### src/rtl/core/lbs_pkg.sv
package lbs_pkg;

  // frame store size in pixels
  localparam int MAX_SRC_WIDTH  = 64;
  localparam int MAX_SRC_HEIGHT = 64;

  // shared divider geometry
  localparam int DIV_NW = 24;
  localparam int DIV_DW = 14;
  localparam int DIV_CW = 5;

  // register indexes
  localparam logic [2:0] REG_SRC_WIDTH      = 3'd0;
  localparam logic [2:0] REG_SRC_HEIGHT     = 3'd1;
  localparam logic [2:0] REG_CANVAS_WIDTH   = 3'd2;
  localparam logic [2:0] REG_CANVAS_HEIGHT  = 3'd3;
  localparam logic [2:0] REG_STRAIGHT_ALPHA = 3'd4;

  // request function codes
  localparam logic FUNC_LOAD   = 1'b0;
  localparam logic FUNC_RENDER = 1'b1;

  // result status codes
  localparam logic [1:0] STAT_OK       = 2'd0;
  localparam logic [1:0] STAT_ZERO_DIM = 2'd1;
  localparam logic [1:0] STAT_OUTSIDE  = 2'd2;

  typedef struct packed {
    logic        func;
    logic [5:0]  src_col;
    logic [5:0]  src_row;
    logic [7:0]  pix_red;
    logic [7:0]  pix_green;
    logic [7:0]  pix_blue;
    logic [7:0]  pix_alpha;
    logic [11:0] canvas_col;
    logic [11:0] canvas_row;
  } req_t;

  typedef struct packed {
    logic [7:0] out_blue;
    logic [7:0] out_green;
    logic [7:0] out_red;
    logic [1:0] status;
  } rsp_t;

  typedef struct packed {
    logic              go;
    logic [DIV_NW-1:0] dividend;
    logic [DIV_DW-1:0] divisor;
  } div_req_t;

  typedef struct packed {
    logic              done;
    logic [DIV_NW-1:0] quot;
  } div_rsp_t;

  // straight to premultiplied, rounded
  function automatic logic [7:0] premul(input logic [7:0] v, input logic [7:0] a);
    logic [15:0] s;
    logic [16:0] t;
    s = 16'(16'(v) * 16'(a)) + 16'd127;
    t = 17'(s) + 17'(s >> 8);
    return t[15:8];
  endfunction

  // clamp a coordinate to the last source index
  function automatic logic [6:0] clamp7(input logic [7:0] v, input logic [6:0] lim);
    return (v > {1'b0, lim}) ? lim : v[6:0];
  endfunction

endpackage

### src/rtl/core/lbs_div.sv
module lbs_div (
  input  logic              clk_i,
  input  logic              rst_ni,
  input  lbs_pkg::div_req_t req_i,
  output lbs_pkg::div_rsp_t rsp_o
);
  import lbs_pkg::*;

  logic              busy_q;
  logic              done_q;
  logic [DIV_CW-1:0] cnt_q;
  logic [DIV_NW-1:0] quo_q;
  logic [DIV_DW-1:0] rem_q;
  logic [DIV_DW-1:0] dvs_q;
  logic [DIV_DW:0]   shifted;
  logic [DIV_DW:0]   diff;
  logic              fits;

  // one quotient bit per cycle, restoring
  assign shifted = {rem_q, quo_q[DIV_NW-1]};
  assign diff    = shifted - {1'b0, dvs_q};
  assign fits    = shifted >= {1'b0, dvs_q};

  always_ff @(posedge clk_i or negedge rst_ni) begin
    if (!rst_ni) begin
      busy_q <= 1'b0;
      done_q <= 1'b0;
      cnt_q  <= '0;
    end else begin
      done_q <= 1'b0;
      if (req_i.go) begin
        busy_q <= 1'b1;
        cnt_q  <= DIV_CW'(DIV_NW);
      end else if (busy_q) begin
        cnt_q <= cnt_q - 1'b1;
        if (cnt_q == DIV_CW'(1)) begin
          busy_q <= 1'b0;
          done_q <= 1'b1;
        end
      end
    end
  end

  always_ff @(posedge clk_i) begin
    if (req_i.go) begin
      quo_q <= req_i.dividend;
      rem_q <= '0;
      dvs_q <= req_i.divisor;
    end else if (busy_q) begin
      quo_q <= {quo_q[DIV_NW-2:0], fits};
      rem_q <= fits ? diff[DIV_DW-1:0] : shifted[DIV_DW-1:0];
    end
  end

  assign rsp_o.done = done_q;
  assign rsp_o.quot = quo_q;

endmodule

### config.mk
export PLATFORM = sky130hd
export DESIGN_NAME = lbs_div
export DESIGN_NICKNAME = d
export VERILOG_FILES = /design/src/rtl/core/lbs_pkg.sv /design/src/rtl/core/lbs_div.sv
export SDC_FILE = /design/constraint.sdc
export NUM_CORES = 1
export LEC_CHECK = 0
export ABC_AREA = 1
export BUFFER_PORTS_ARGS = -buffer_cell sky130_fd_sc_hd__buf_4
export CORE_MARGIN = 4
export CORE_UTILIZATION = 55
export DETAILED_ROUTE_END_ITERATION = 8
export GPL_ROUTABILITY_DRIVEN = 0
export PLACE_DENSITY_LB_ADDON = 0.05
export SETUP_SLACK_MARGIN = 0.4
export SLEW_MARGIN = 25
export SYNTH_ARGS = -nofsm -noshare
export SYNTH_HDL_FRONTEND = slang
export SYNTH_SLANG_ARGS = --single-unit
### constraint.sdc
create_clock -name clk_i -period 2.5 [get_ports clk_i]
set_input_delay 0 -clock clk_i [delete_from_list [all_inputs] [get_ports clk_i]]
set_output_delay 0 -clock clk_i [all_outputs]
set_load 0.02 [all_outputs]
==> results_dict.tcl <==
set metrics [dict create \
    clock-sinks 59 \
    rsz0062_at_grt "true" \
    synth_seq_cells 59 \
    grt_max_degree 43 \
    n_antenna_cell 0 \
    clock_latency_ns 0.34 \
    vias_per_cell 5.11 \
    synthTopCellsByArea "edfxtp_1, nand2_1, dfxtp_1" \
    htree_levels 3 \
    syn_nets 478 \
    initial_utilization 0.568 \
    worstPathArrival_ns 2.22 \
    cap_violations 0 \
    min_period_over_period 0.794 \
    final_nets 592 \
    grt_antenna_before_repair 0 \
    area_growth_pct 36.2 \
    critPathCaptureType "flip-flop" \
    crit_chain "ha_1, nand2_1, inv_1, nand2_1, nand2_2, a21oi_4, nand3_4, nor2_1, nor2_1, nand2_1, nand2_1" \
    fillers 411 \
    seq_area_sq_um 1600 \
    slew_headroom 0.694 \
    ctsRootBufferMaster "clkbuf_8" \
    clock_skew_ns 0.0105 \
    avgSynthCellArea_sq_um 8.07 \
    whs_ns 0.133 \
    drtIter0Drc 220 \
    drt_wl_total_mm 8.52 \
    clkTransAtPathRegs_ns 0.07 \
    fin_tns_setup_ns 0 \
    crit_fanout 7 \
    die_area_sq_um 7470 \
    port_buffers 65 \
    cp.required_ns 2.74 \
    fin_cells 613 \
    yosysWarnings 0 \
    crit_path_top_delay_cell "ha_1" \
    die_h_microns 86.4 \
    finalHoldViolCount 0 \
    numCtsBuffers 9 \
    fp-row-count 28 \
    powerDensity_nw_per_um2 824 \
    start_kind "flip-flop" \
    vdd_drop_max_mv 0.532 \
    grt_overflow 0 \
    multi_input_area_sq_um 1570 \
    synth_top_area_frac 0.337 \
    outcome "complete, no violations" \
    cts_setup_buffers 0 \
    coreArea_sq_um 5960 \
    cpMostUsedCell "nand2_1" \
    fp.dieW_microns 86.4 \
    antenna_left 0 \
    synthesis.area_sq_um 3380 \
    grt_pass1_wl_mm 14.1 \
    reg2reg_depth 11 \
    drv_slew 0 \
    cpPeakStageDelay_ns 0.38 \
    fin_area_sq_um 4610 \
    grt_pass1_vias 3002 \
    mostFrequentLayoutCells "nand2_1, buf_4, inv_1, dlygate4sd3_1, edfxtp_1" \
    cts_tree "built" \
    vias 3133 \
    pin_count 66 \
    clock_path_buffers 2 \
    synth.distinct_cells 36 \
    dpl_cell_area_sq_um 3940 \
    dp_hpwl_mm 5.54 \
    final_common_cell "nand2_1" \
    first_pass_iters 5 \
    leakage_nw 2.35 \
    setup_viol 0 \
    synth-seq-area-share 0.472 \
    critPathKind "reg -> reg" \
    wl_per_cell_microns 13.9 \
    drcViolationCount 0 \
    max_freq_mhz 504 \
    hp-class "in -> reg" \
    hold_path_depth 1 \
    drive_gt1_frac 0.216 \
    worst_pin_slew_ns 0.459 \
    dp_cells 554 \
    fin_crit_ns 1.98 \
    grt_usage 0.241 \
    yosys.area.top_type "edfxtp_1" \
    syn_inst 419 \
]
kinds of logic (layout without fill, tap and decap cells):
group / count (synthesis) / in the layout / synth area share
and+or+nand+nor: 246 / 248 / 0.318
AOI/OAI and AO/OA: 24 / 24 / 0.0440
buffers and inverters: 65 / 182 / 0.0791
adders and majority gates: 18 / 18 / 0.0688
xor gates and xnor gates: 7 / 7 / 0.0181
DFF: 59 / 59 / 0.472
state kept, by name (all words and copies together), names as in the netlist:
signal	count
dvs_q	14
rem_q	14
done_q	1
busy_q	1
quo_q	24
cnt_q	5
stage by stage:
step	util	total power, mW	setup slack [ns]
after detailed placement	0.661	2.75	0.346
after floorplan	-	2.43	0.515
final	0.774	3.80	0.515
after global routing	0.774	4.06	0.384
after global placement	0.661	2.72	0.360
after CTS	0.767	3.73	0.425
critical path, delay by kind of cell, from the launching register on:
family | cells | cell delay (ns)
AOI/OAI and AO/OA | 1 | 0.30
adders and majority gates | 1 | 0.38
and+or+nand+nor | 8 | 0.81
DFF | 1 | 0.34
buffers and inverters | 1 | 0.05
where the power goes:
part	switching [mW]	total, mW	internal [mW]
logic	0.957	1.56	0.607
clock network	0.399	0.913	0.513
registers	0.117	1.32	1.20
layout make-up:
type | count | share of cell area
clock buffers | 12 | 0.0337
repair buffers | 110 | 0.202
flip-flops and latches | 59 | 0.347
inverters | 56 | 0.0456
well taps | 75 | 0.0204
multi-input cells | 297 | 0.341
clock inverters | 4 | 0.0109
what timing repair did:
action                     in CTS  in global routing
pin swaps                       1                  1
hold endpoints to repair       45                  0
cloned                          0                  2
setup endpoints to repair       2                 15
hold buffers                   41                  0
resized for setup               3                  5
cell usage after synthesis (all sizes together):
library cell  number
nand2            171
inv               54
edfxtp            38
nor2              37
nand3             25
ha                17
dfxtp             14
a21oi             11
nand4             10
o21ai              8
dfrtp              7
clkbuf             5
buf                4
xnor2              4
xor2               3
a21o               2
and2               2
clkinv             2
a31oi              1
fa                 1
nor4               1
o21bai             1
o22ai              1
path summary, 6_finish.rpt:
| path | start | slack [ns] | end |
|---|---|---|---|
| worst max register to register | rem_q[8] | 0.52 | rem_q[13] |
| worst min register to register | rem_q[1] | 0.48 | rem_q[1] |
| min in group asynchronous | rst_ni | 0.51 | busy_q |
| worst max-delay path | rem_q[8] | 0.52 | rem_q[13] |
| max in group asynchronous | rst_ni | 1.14 | cnt_q[4] |
| worst min-delay path | req_i[38] | 0.13 | dvs_q[10] |
per-layer routing:
| metal | wire length (microns) | track usage | part of all wire |
|---|---|---|---|
| met1 | 3630 | 0.325 | 0.43 |
| met2 | 4120 | 0.380 | 0.48 |
| met3 | 564 | 0.0504 | 0.066 |
| met4 | 208 | 0.0949 | 0.024 |
| met5 | 0 | 0 | 0 |
No activity file was read; power rests on OpenSTA's default activity.
